$ cat src/rtl/ist_pkg.sv
`default_nettype none
package ist_pkg;

  localparam int OPCODE_W     = 2;
  localparam int VALUE_W      = 32;
  localparam int COUNT_W      = 5;
  localparam int CAPACITY_DEF = 16;

  localparam logic [OPCODE_W-1:0] OP_ADD      = 2'd0;
  localparam logic [OPCODE_W-1:0] OP_REMOVE   = 2'd1;
  localparam logic [OPCODE_W-1:0] OP_CONTAINS = 2'd2;

  typedef struct packed {
    logic tok;
    logic fnd;
  } link_t;

  typedef struct packed {
    logic remove;
    logic write;
  } cell_ctl_t;

endpackage
`default_nettype wire

$ cat src/rtl/ist_cell.sv
`default_nettype none
module ist_cell #(
  parameter int IDX   = 0,
  parameter int CNT_W = 5
) (
  input  wire logic                          clk,
  input  wire logic                          rst_n,
  input  wire ist_pkg::cell_ctl_t            ctl,
  input  wire logic [ist_pkg::VALUE_W-1:0]   value,
  input  wire logic [CNT_W-1:0]              count,
  input  wire ist_pkg::link_t                link_i,
  output ist_pkg::link_t                     link_o,
  input  wire logic                          shift_i,
  output logic                               shift_o,
  input  wire logic [ist_pkg::VALUE_W-1:0]   data_i,
  output logic [ist_pkg::VALUE_W-1:0]        data_o
);
  import ist_pkg::*;

  logic               tok_r;
  logic               fnd_r;
  logic [VALUE_W-1:0] entry_r;
  logic [VALUE_W-1:0] entry_nxt;
  logic               occupied;
  logic               match;

  assign occupied = count > CNT_W'(IDX);
  assign match    = tok_r && occupied && (entry_r == value);

  assign link_o.tok = tok_r;
  assign link_o.fnd = fnd_r || match;
  assign shift_o    = tok_r && fnd_r && ctl.remove;
  assign data_o     = entry_r;

  always_comb begin
    priority if (ctl.write && (count == CNT_W'(IDX))) begin
      entry_nxt = value;
    end else if (shift_i) begin
      entry_nxt = data_i;
    end else begin
      entry_nxt = entry_r;
    end
  end

  always_ff @(posedge clk) begin
    if (!rst_n) begin
      tok_r <= 1'b0;
      fnd_r <= 1'b0;
    end else begin
      tok_r <= link_i.tok;
      fnd_r <= link_i.fnd;
    end
  end

  always_ff @(posedge clk) begin
    entry_r <= entry_nxt;
  end

endmodule
`default_nettype wire

$ cat src/rtl/integer_set_table.sv
// Set of up to CAPACITY distinct 32-bit words kept in insertion order. Each
// input word carries an opcode (add, remove, membership test; the unused code
// acts as a test) and a value, and yields one result word: found (value was
// present before), count after, empty flag, and rejected (add of a new value
// to a full store). Entries sit in a row of cells; an item sends a token down
// the row one cell per cycle, each cell comparing its entry and, on a remove,
// pulling its right neighbor's entry down to close the gap. An item's result
// is committed to the output register once the token leaves the last cell;
// the commit waits while an earlier result is still untaken. A new item is
// accepted only in the idle state. The result sits in an output register, so
// the next word is taken while a result waits.
`default_nettype none
module integer_set_table #(
  parameter int CAPACITY = ist_pkg::CAPACITY_DEF
) (
  input  wire logic                                 clk,
  input  wire logic                                 rst_n,
  input  wire logic                                 in_valid,
  output logic                                      in_ready,
  input  wire logic [ist_pkg::OPCODE_W-1:0]         in_opcode,
  input  wire logic signed [ist_pkg::VALUE_W-1:0]   in_value,
  output logic                                      out_valid,
  input  wire logic                                 out_ready,
  output logic                                      out_found,
  output logic [ist_pkg::COUNT_W-1:0]               out_count,
  output logic                                      out_empty_res,
  output logic                                      out_rejected
);
  import ist_pkg::*;

  localparam int CNT_W = $clog2(CAPACITY + 1);

  typedef enum logic [2:0] {
    ST_IDLE = 3'b001,
    ST_RUN  = 3'b010,
    ST_DONE = 3'b100
  } state_t;

  state_t              state_r, state_nxt;
  logic [OPCODE_W-1:0] op_r;
  logic [VALUE_W-1:0]  value_r;
  logic [CNT_W-1:0]    count_r, count_nxt;
  logic                found_r;
  logic                out_valid_r, out_valid_nxt;
  logic                out_found_r;
  logic [COUNT_W-1:0]  out_count_r;
  logic                out_empty_r;
  logic                out_rej_r;
  logic                rej_nxt;
  logic                accept;
  logic                commit;
  logic                full;
  cell_ctl_t           ctl;

  link_t               lnk [CAPACITY+1];
  logic [VALUE_W-1:0]  ent [CAPACITY+1];
  logic                sh  [CAPACITY+1];

  assign in_ready = (state_r == ST_IDLE);
  assign accept   = in_valid && in_ready;
  assign commit   = (state_r == ST_DONE) && (!out_valid_r || out_ready);
  assign full     = (count_r == CNT_W'(CAPACITY));

  assign lnk[0].tok    = accept;
  assign lnk[0].fnd    = 1'b0;
  assign ent[CAPACITY] = '0;
  assign sh[CAPACITY]  = 1'b0;

  assign ctl.remove = (op_r == OP_REMOVE);
  assign ctl.write  = commit && (op_r == OP_ADD) && !found_r && !full;

  for (genvar i = 0; i < CAPACITY; i++) begin : g_cell
    ist_cell #(
      .IDX   (i),
      .CNT_W (CNT_W)
    ) u_cell (
      .clk     (clk),
      .rst_n   (rst_n),
      .ctl     (ctl),
      .value   (value_r),
      .count   (count_r),
      .link_i  (lnk[i]),
      .link_o  (lnk[i+1]),
      .shift_i (sh[i+1]),
      .shift_o (sh[i]),
      .data_i  (ent[i+1]),
      .data_o  (ent[i])
    );
  end

  always_comb begin
    count_nxt = count_r;
    rej_nxt   = 1'b0;
    unique case (op_r)
      OP_ADD: begin
        if (!found_r) begin
          if (full) begin
            rej_nxt = 1'b1;
          end else begin
            count_nxt = count_r + CNT_W'(1);
          end
        end
      end
      OP_REMOVE: begin
        if (found_r) begin
          count_nxt = count_r - CNT_W'(1);
        end
      end
      default: begin
      end
    endcase
  end

  always_comb begin
    state_nxt = state_r;
    unique case (state_r)
      ST_IDLE: begin
        if (accept) begin
          state_nxt = ST_RUN;
        end
      end
      ST_RUN: begin
        if (lnk[CAPACITY].tok) begin
          state_nxt = ST_DONE;
        end
      end
      ST_DONE: begin
        if (commit) begin
          state_nxt = ST_IDLE;
        end
      end
      default: begin
        state_nxt = ST_IDLE;
      end
    endcase
  end

  always_comb begin
    out_valid_nxt = out_valid_r;
    if (out_valid_r && out_ready) begin
      out_valid_nxt = 1'b0;
    end
    if (commit) begin
      out_valid_nxt = 1'b1;
    end
  end

  always_ff @(posedge clk) begin
    if (!rst_n) begin
      state_r     <= ST_IDLE;
      count_r     <= '0;
      out_valid_r <= 1'b0;
    end else begin
      state_r     <= state_nxt;
      out_valid_r <= out_valid_nxt;
      if (commit) begin
        count_r <= count_nxt;
      end
    end
  end

  always_ff @(posedge clk) begin
    if (accept) begin
      op_r    <= in_opcode;
      value_r <= in_value;
    end
    if ((state_r == ST_RUN) && lnk[CAPACITY].tok) begin
      found_r <= lnk[CAPACITY].fnd;
    end
    if (commit) begin
      out_found_r <= found_r;
      out_count_r <= COUNT_W'(count_nxt);
      out_empty_r <= (count_nxt == '0);
      out_rej_r   <= rej_nxt;
    end
  end

  assign out_valid     = out_valid_r;
  assign out_found     = out_found_r;
  assign out_count     = out_count_r;
  assign out_empty_res = out_empty_r;
  assign out_rejected  = out_rej_r;

endmodule
`default_nettype wire

$ cat config.mk
export PLATFORM = sky130hd
export DESIGN_NAME = integer_set_table
export DESIGN_NICKNAME = d
export VERILOG_FILES = /design/src/rtl/ist_pkg.sv /design/src/rtl/ist_cell.sv /design/src/rtl/integer_set_table.sv
export SDC_FILE = /design/constraint.sdc
export NUM_CORES = 1
export LEC_CHECK = 0
export BUFFER_PORTS_ARGS = -buffer_cell sky130_fd_sc_hd__buf_2
export CORE_MARGIN = 1.5
export CORE_UTILIZATION = 30
export DETAILED_ROUTE_END_ITERATION = 7
export SYNTH_ARGS = -nofsm -noshare
export SYNTH_HDL_FRONTEND = slang
export SYNTH_SLANG_ARGS = --single-unit
$ cat constraint.sdc
create_clock -name clk -period 4.2 [get_ports clk]
set_input_delay 0.84 -clock clk [delete_from_list [all_inputs] [get_ports clk]]
set_output_delay 0.84 -clock clk [all_outputs]
set_load 0.005 [all_outputs]
==> results of run 1 <==
## through the flow
| step | worst slack (ps) | hold WS [ps] |
|---|---|---|
| 2_1_floorplan | 462 | 424 |
| 3_3_place_gp | 793 | 464 |
| 3_5_place_dp | 786 | 471 |
| 4_1_cts | 1080 | 322 |
| 5_1_grt | 829 | 335 |
| 6_report | 1060 | 366 |
## placed cells by master, fill, tap and decap left out, types with 16 or more instances in the layout
cell type / n
nand2_1: 138
and2_1: 17
nor2_1: 16
mux2_2: 380
nand3_1: 33
nor3_1: 22
nand4_1: 69
dfxtp_1: 40
buf_2: 47
mux2_4: 54
buf_4: 99
xor2_1: 255
edfxtp_1: 555
clkbuf_16: 61
nor4_1: 74
xnor2_1: 258
## power by group through the flow
stage	registers [W]	clock network, W	logic [W]
5_1_grt	0.00652	0.00582	0.000758
3_5_place_dp	0.00665	0	0.000706
3_3_place_gp	0.00665	0	0.000702
4_1_cts	0.00652	0.00559	0.000710
6_report	0.00652	0.00548	0.000710
2_1_floorplan	0.00656	0	0.000480
## logic make-up after synthesis
logic type / after synthesis / share of synthesized area (%)
and+or+nand+nor: 405 / 7.07
buffers and inverters: 211 / 2.95
AOI/OAI and AO/OA: 68 / 1.60
xor gates and xnor gates: 513 / 14.6
DFF: 595 / 56.7
muxes: 442 / 16.8
adders and majority gates: 6 / 0.244
## registers in the layout, summed over array words and instances, names as in the netlist
signal and cells:
g_cell.u_cell.data_o 512, value_r 32, g_cell.u_cell.tok_r 16, g_cell.u_cell.fnd_r 15, count_r 5, out_count 5, state_r 3, op_r 2
found_r 1, out_empty_res 1, out_found 1, out_rejected 1, out_valid 1
## per-layer routing
| layer | GRT usage (%) | wire (um) | part of all wire (%) | vias up |
|---|---|---|---|---|
| li1 | - | - | - | 8183 |
| met4 | 4.47 | 2110 | 2.5 | 0 |
| met1 | 22.1 | 37900 | 45 | 9085 |
| met3 | 1.73 | 3910 | 4.7 | 113 |
| met2 | 26.5 | 39800 | 48 | 526 |
| met5 | 0 | 0 | 0 | - |
## final cells by class
| cell class | instances | area [um^2] | area share (%) |
|---|---|---|---|
| repair buffers | 150 | 1060 | 3.05 |
| multi-input cells | 1434 | 12400 | 35.8 |
| clock buffers | 80 | 1660 | 4.77 |
| flip-flops and latches | 595 | 17500 | 50.3 |
| well taps | 1368 | 1710 | 4.93 |
| inverters | 12 | 45.0 | 0.130 |
| clock inverters | 34 | 348 | 1.00 |
## how the worst min path moves through the flow
stage / from / end / slack [ps]
CTS: in_value[15] / value_r[15]$_DFFE_PP_ / 320
global placement: g_cell[1].u_cell.tok_r$_SDFF_PN0_ / g_cell[2].u_cell.tok_r$_SDFF_PN0_ / 460
detailed placement: g_cell[9].u_cell.fnd_r$_SDFF_PN0_ / g_cell[10].u_cell.fnd_r$_SDFF_PN0_ / 470
global route: in_value[15] / value_r[15]$_DFFE_PP_ / 340
finish: in_value[15] / value_r[15]$_DFFE_PP_ / 370
floorplan: value_r[0]$_DFFE_PP_ / g_cell[15].u_cell.data_o[0]$_DFFE_PP_ / 420
==> results.sh, run 1 <==
export IMPL_path_buf_inv=3
export IMPL_cts_tree="yes"
export IMPL_insertion_delay_ps=640
export IMPL_grt_ovfl_total=0
export IMPL_drt_total_wl_mm=83.7
export IMPL_yosys_area_top_type="edfxtp_1"
export IMPL_fin_skew_ps=31.5
export IMPL_ys_seq_area_share_pct=56.7
export IMPL_max_stage_delay_ps=720
export IMPL_tns_ps=0
export IMPL_netSwitchingPower_w=0.00289
export IMPL_synth_edf_count=555
export IMPL_synth_most_common_cell="edfxtp_1"
export IMPL_start_kind="flip-flop"
export IMPL_worstMarginPinSlew_ps=1230
export IMPL_htree_levels=2
export IMPL_num_rows=117
export IMPL_crit_fanout=33
export IMPL_whs_path_depth=1
export IMPL_dr_pass1_iters=5
export IMPL_swShare_pct=22.7
export IMPL_hp_class="primary input to flip-flop"
export IMPL_synth_cells_most_frequent="edfxtp_1 (555), mux2_2 (380), xnor2_1 (258)"
export IMPL_synth_main_ff_cell="edfxtp_1"
export IMPL_wl_per_cell_um=22.8
export IMPL_powerDensity_mw_per_mm2=366
export IMPL_io_pins=48
export IMPL_place_hpwl_mm=59.4
export IMPL_start_util_pct=30.3
export IMPL_drt_initial_drc_count=1830
export IMPL_cts_num_sinks=595
export IMPL_placed_area_mm2=0.0327
export IMPL_outcome="completed"
export IMPL_nets=2297
export IMPL_r2r_slack_ps=1060
export IMPL_critPathLaunch="count_r[1]$_SDFFE_PN0N_"
export IMPL_cp_required_ps=4470
export IMPL_endpoint_kind="flip-flop"
export IMPL_drc=0
export IMPL_port_buffer_count=47
export IMPL_dp_cells=3559
export IMPL_grt_max_degree=35
export IMPL_drive_gt1_share_pct=30.2
export IMPL_endpoint="g_cell[2].u_cell.data_o[18]$_DFFE_PP_"
export IMPL_antenna_found_initial=0
export IMPL_die_h_um=323
export IMPL_cts_clk_slew_worst_paths_ps=60
export IMPL_finalInstanceArea_mm2=0.0347
export IMPL_timing_final_crit_share_pct=74.7
export IMPL_final_core_util_pct=34.1
export IMPL_rr_worst_depth=8
export IMPL_ys_types=71
export IMPL_die_x_um=323
export IMPL_synth_top_area_share_pct=54.1
export IMPL_synthTopCellsByArea="edfxtp_1 (54%), mux2_2 (14%), xnor2_1 (7.3%), xor2_1 (7.3%), mux2_4 (2.6%)"
export IMPL_leakagePower_nw=11.7
export IMPL_grt_use_total_pct=16.0
export IMPL_clockPowerShare_pct=43.1
export IMPL_antenna_cells=0
export IMPL_cts_resized=0
export IMPL_setup_violations_final=0
export IMPL_finalPower_w=0.0127
export IMPL_syn_area_mm2=0.0308
export IMPL_clockRootBuffer="clkbuf_16"
export IMPL_cts_hold_buf=0
export IMPL_areaGrowthSynthToFinish_pct=12.8
export IMPL_syn_nets=2284
export IMPL_netlist_instances=2240
export IMPL_report_final_slew_viol_count=0
export IMPL_power_frac_comb_pct=5.6
export IMPL_clk_path_buf_depth=3
export IMPL_fillers=9810
export IMPL_antenna_left=0
export IMPL_critPathTopFamily="buffers and inverters"
export IMPL_finalWeightedCongestion=0.864
export IMPL_async_reset_ff_share_pct=0
export IMPL_grt_pass1_vias=18600
export IMPL_slowest_stage="dfxtp_1"
export IMPL_yosys_warnings=0
export IMPL_avgSynthCellArea_um2=13.7
export IMPL_crit_cells=8
export IMPL_seqPwrFrac_pct=51.3
export IMPL_vias_per_cell=4.88
export IMPL_worstSetupPathType="flip-flop to flip-flop"
export IMPL_grt_pass1_wl_mm=125
export IMPL_cts_buffers=60
export IMPL_relSlewSlack_pct=18.1
export IMPL_ys_seq_elements=595
export IMPL_p_int_w=0.00982
export IMPL_rsz0062_at_grt="no"
export IMPL_max_cap_violations=0
export IMPL_vias=17900
export IMPL_hold_viol=0
export IMPL_ir_worst_vdd_mv=0.357
export IMPL_fmax_mhz=319
export IMPL_path_cells="inv_1, ha_1, and4bb_2, nor3_2, nand2_1, buf_4, nand2_1, buf_4"
export IMPL_final_cells=3673
export IMPL_cp_arrival_ps=3400
export IMPL_post_route_min_period_ps=3140
export IMPL_r2r_end="g_cell[2].u_cell.data_o[18]$_DFFE_PP_"
export IMPL_reg2reg_from="count_r[1]$_SDFFE_PN0N_"
export IMPL_dieArea_mm2=0.105
export IMPL_core_area_mm2=0.102
export IMPL_post_cts_buffers=0
(Power assumes the default switching activity.)
==> run 2: changes to the inputs <==
- clock period: 4.2 -> 3.2 ns (I/O delays scaled with it)
==> results.sh, run 2 (synthesis results as in run 1) <==
export IMPL_outcome="completed"
export IMPL_crit_cells=5
export IMPL_reg2reg_from="state_r[2]$_SDFFE_PN0P_"
export IMPL_worstSetupPathType="flip-flop to flip-flop"
export IMPL_drt_initial_drc_count=1435
export IMPL_relSlewSlack_pct=5.21
export IMPL_place_hpwl_mm=62.6
export IMPL_ir_worst_vdd_mv=0.385
export IMPL_layout_commonest_cell="edfxtp_1"
export IMPL_cts_clk_slew_worst_paths_ps=60
export IMPL_vias=18400
export IMPL_fillers=9714
export IMPL_grt_ovfl_total=0
export IMPL_cp_required_ps=3560
export IMPL_drive_gt1_share_pct=31.6
export IMPL_final_cell_mix="edfxtp_1 (555), mux2_2 (380), xnor2_1 (258)"
export IMPL_htree_levels=3
export IMPL_dieArea_mm2=0.105
export IMPL_num_rows=117
export IMPL_setup_violations_final=0
export IMPL_path_buf_inv=1
export IMPL_die_h_um=323
export IMPL_max_stage_delay_ps=710
export IMPL_critPathLaunch="state_r[2]$_SDFFE_PN0P_"
export IMPL_powerDensity_mw_per_mm2=498
export IMPL_wl_per_cell_um=23.6
export IMPL_cts_resized=0
export IMPL_whs_ps=194
export IMPL_clockRootBuffer="clkbuf_16"
export IMPL_die_x_um=323
export IMPL_grt_use_total_pct=16.7
export IMPL_hp_class="primary input to flip-flop"
export IMPL_grt_pass1_vias=18800
export IMPL_fin_skew_ps=24.1
export IMPL_drc=0
export IMPL_grt_pass1_wl_mm=128
export IMPL_grt_max_degree=35
export IMPL_worstMarginPinSlew_ps=1410
export IMPL_crit_fanout=33
export IMPL_start_util_pct=30.3
export IMPL_io_pins=48
export IMPL_cp_arrival_ps=3060
export IMPL_largest_reg_flops=512
export IMPL_tns_ps=0
export IMPL_hold_path_startpoint="in_value[28]"
export IMPL_finalWeightedCongestion=0.855
export IMPL_hold_viol=0
export IMPL_dr_pass1_iters=5
export IMPL_areaGrowthSynthToFinish_pct=15.5
export IMPL_multi_input_area_mm2=0.0124
export IMPL_cts_hold_buf=0
export IMPL_core_area_mm2=0.102
export IMPL_cts_buffers=69
export IMPL_drt_total_wl_mm=87.8
export IMPL_report_final_slew_viol_count=0
export IMPL_post_route_min_period_ps=2700
export IMPL_antenna_left=0
export IMPL_port_buffer_count=47
export IMPL_start_kind="flip-flop"
export IMPL_rr_worst_depth=5
export IMPL_register_area_mm2=0.0175
export IMPL_vias_per_cell=4.94
export IMPL_whs_path_depth=1
export IMPL_post_cts_buffers=0
export IMPL_antenna_cells=0
export IMPL_insertion_delay_ps=630
export IMPL_rsz0062_at_grt="no"
export IMPL_endpoint_kind="flip-flop"
export IMPL_cts_tree="yes"
export IMPL_slowest_stage="or4_2"
export IMPL_path_cells="nor3b_2, nand2_2, or4_2, buf_4, mux2_4"
export IMPL_clk_path_buf_depth=3
export IMPL_antenna_found_initial=1
export IMPL_timing_final_crit_share_pct=84.5
export IMPL_fmax_mhz=370
export IMPL_cts_num_sinks=595
export IMPL_critPathTopFamily="simple AND/OR/NAND/NOR gates"
export IMPL_max_cap_violations=0
export IMPL_leakagePower_nw=12.1
export IMPL_nets=2337
run 2: cell count changes in the layout (fill, tap and decap cells not counted), moves of 2 or more:
cell | previous run | this run
clkbuf_1 | 13 | 15
buf_12 | 4 | 26
clkinv_8 | 1 | 6
bufinv_16 | 6 | 8
clkinv_2 | 15 | 10
clkinv_1 | 11 | 8
clkinvlp_4 | 0 | 4
clkbuf_16 | 61 | 69
buf_4 | 99 | 108
run 2: area by class of cell:
| class | count | share of cell area [%] |
|---|---|---|
| Sequential cell | 595 | 49.1 |
| Tap cell | 1368 | 4.81 |
| Clock buffer | 90 | 5.25 |
| Clock inverter | 37 | 1.30 |
| Inverter | 12 | 0.127 |
| Timing Repair Buffer | 181 | 4.40 |
| Multi-Input combinational cell | 1434 | 35.0 |
run 2: metrics by stage:
step	total power, W	setup slack, ps	instance area [um^2]	instances	utilization, %
final	0.0177	497	35600	3717	35.0
after global routing	0.0182	346	35600	3717	35.0
after CTS	0.0179	491	35600	3717	35.0
after detailed placement	0.00972	422	33200	3590	32.7
after global placement	0.00971	382	33200	3590	32.7
after floorplan	0.00924	208	30800	2240	-
run 2: final timing paths:
path	end	slack [ps]
setup / recovery	g_cell[6].u_cell.data_o[7]$_DFFE_PP_	500
hold / removal	value_r[28]$_DFFE_PP_	190
setup reg to reg	g_cell[6].u_cell.data_o[7]$_DFFE_PP_	500
hold reg to reg	g_cell[2].u_cell.fnd_r$_SDFF_PN0_	490
run 2: worst register-to-register path, stage by stage (launching register included):
cell,delay (ps)
dfxtp_1,520
nor3b_2,290
nand2_2,220
or4_2,710
buf_4,320
mux2_4,390
run 2: where the power goes:
part           leakage (nW)  total, W  internal (W)  switching, W
logic                  5.62  0.000992      0.000379      0.000613
clock network          1.12   0.00814       0.00480       0.00333
registers              5.33   0.00857       0.00843      0.000138
total                  12.1    0.0177        0.0136       0.00409
run 2: per-layer routing:
metal  vias to the layer above  global-route usage [%]  share of wire (%)
met2                       681                    26.5                 46
li1                       8261                       -                  -
met4                         0                    6.10                3.3
met1                      9262                    22.8                 44
met3                       154                    2.86                6.4
met5                         -                       0                  0
==> run 3: changes to the inputs <==
- clock period: 3.2 -> 2.6 ns (I/O delays scaled with it)
==> results.sh, run 3 (synthesis results as in run 1) <==
export IMPL_outcome="completed"
export IMPL_worstMarginPinSlew_ps=1060
export IMPL_cts_clk_slew_worst_paths_ps=60
export IMPL_port_buffer_count=47
export IMPL_setup_violations_final=0
export IMPL_drt_initial_drc_count=1478
export IMPL_finalInstanceArea_mm2=0.0357
export IMPL_place_hpwl_mm=59.3
export IMPL_place_ws_ps=93.3
export IMPL_relSlewSlack_pct=28.9
export IMPL_num_rows=117
export IMPL_cp_required_ps=3160
export IMPL_dp_cells=3595
export IMPL_hp_class="primary input to flip-flop"
export IMPL_max_cap_violations=0
export IMPL_start_util_pct=30.3
export IMPL_cts_buffers=60
export IMPL_fmax_mhz=397
export IMPL_hold_viol=0
export IMPL_start_kind="flip-flop"
export IMPL_report_final_slew_viol_count=0
export IMPL_rsz0062_at_grt="no"
export IMPL_leakagePower_nw=12.1
export IMPL_layout_commonest_cell="edfxtp_1"
export IMPL_grt_use_total_pct=16.0
export IMPL_core_area_mm2=0.102
export IMPL_grt_pass1_vias=18800
export IMPL_finalWeightedCongestion=0.850
export IMPL_tns_ps=0
export IMPL_placed_area_mm2=0.0337
export IMPL_fin_skew_ps=23.9
export IMPL_final_core_util_pct=35.1
export IMPL_grt_pass1_wl_mm=126
export IMPL_worstSetupPathType="flip-flop to flip-flop"
export IMPL_vias_per_cell=4.85
export IMPL_clk_path_buf_depth=3
export IMPL_cts_num_sinks=595
export IMPL_die_h_um=323
export IMPL_grt_ovfl_total=0
export IMPL_insertion_delay_ps=650
export IMPL_vias=18000
export IMPL_final_cells=3712
export IMPL_grt_max_degree=35
export IMPL_final_cell_mix="edfxtp_1 (555), mux2_2 (380), xnor2_1 (258)"
export IMPL_nets=2339
export IMPL_drive_gt1_share_pct=31.6
export IMPL_post_route_min_period_ps=2520
export IMPL_antenna_found_initial=1
export IMPL_antenna_left=0
export IMPL_antenna_cells=0
export IMPL_timing_final_crit_share_pct=96.8
export IMPL_crit_fanout=5
export IMPL_areaGrowthSynthToFinish_pct=15.9
export IMPL_cp_arrival_ps=3080
export IMPL_drc=0
export IMPL_io_pins=48
export IMPL_die_x_um=323
export IMPL_drt_total_wl_mm=83.6
export IMPL_largest_reg_flops=512
export IMPL_powerDensity_mw_per_mm2=565
export IMPL_endpoint_kind="flip-flop"
export IMPL_cts_tree="yes"
export IMPL_dieArea_mm2=0.105
export IMPL_wl_per_cell_um=22.5
export IMPL_ir_worst_vdd_mv=0.539
export IMPL_clockRootBuffer="clkbuf_16"
export IMPL_post_cts_buffers=0
export IMPL_htree_levels=2
export IMPL_layout_setup_ws_ps=82.3
export IMPL_dr_pass1_iters=7
## run 3: per-stage QoR
step | total power [W] | hold WS [ps]
CTS | 0.0204 | 0.502
detailed placement | 0.0120 | 459
global placement | 0.0119 | 473
global route | 0.0208 | 18.3
floorplan | 0.0114 | 424
finish | 0.0202 | 43.7
## run 3: report_power, final
group          total [W]  leakage [nW]  switching [W]  internal, W
combinational    0.00131          5.81       0.000812     0.000496
clock            0.00840         0.925        0.00374      0.00466
sequential        0.0105          5.33      0.0000813       0.0104
total             0.0202          12.1        0.00464       0.0155
## run 3: path summary, 6_finish.rpt
path	start	slack [ps]	depth (start not counted)	to
worst max-delay path	value_r[25]$_DFFE_PP_	80	5	g_cell[6].u_cell.fnd_r$_SDFF_PN0_
worst min-delay path	in_value[10]	40	1	value_r[10]$_DFFE_PP_
worst max register to register	value_r[25]$_DFFE_PP_	80	5	g_cell[6].u_cell.fnd_r$_SDFF_PN0_
worst min register to register	g_cell[9].u_cell.fnd_r$_SDFF_PN0_	480	2	g_cell[10].u_cell.fnd_r$_SDFF_PN0_
## run 3: final cells by class
| class | count | area [um^2] |
|---|---|---|
| Clock buffer | 85 | 1710 |
| Clock inverter | 26 | 163 |
| Fill cell | 9820 | 66100 |
| Inverter | 12 | 45.0 |
| Multi-Input combinational cell | 1434 | 12500 |
| Sequential cell | 595 | 17500 |
| Tap cell | 1368 | 1710 |
| Timing Repair Buffer | 192 | 2060 |
## run 3: what timing repair did
| action | CTS | global route |
|---|---|---|
| hold endpoints to repair | 6 | 0 |
| setup endpoints to repair | 0 | 106 |
| gates resized for setup | 0 | 3 |
| hold buffers | 6 | 0 |
## run 3: per-layer routing
metal	up-vias	track usage (%)	wire length, um
li1	8275	-	-
met1	9212	22.4	38500
met2	440	26.7	40100
met3	73	1.75	3870
met4	0	3.18	1190
met5	-	0	0
## run 3: worst max-delay path, cell delays in order (launching register included)
cell	delay, ps
edfxtp_1	670
xor2_1	270
nor4_1	550
nand4_1	250
a2111oi_0	390
a32o_1	290
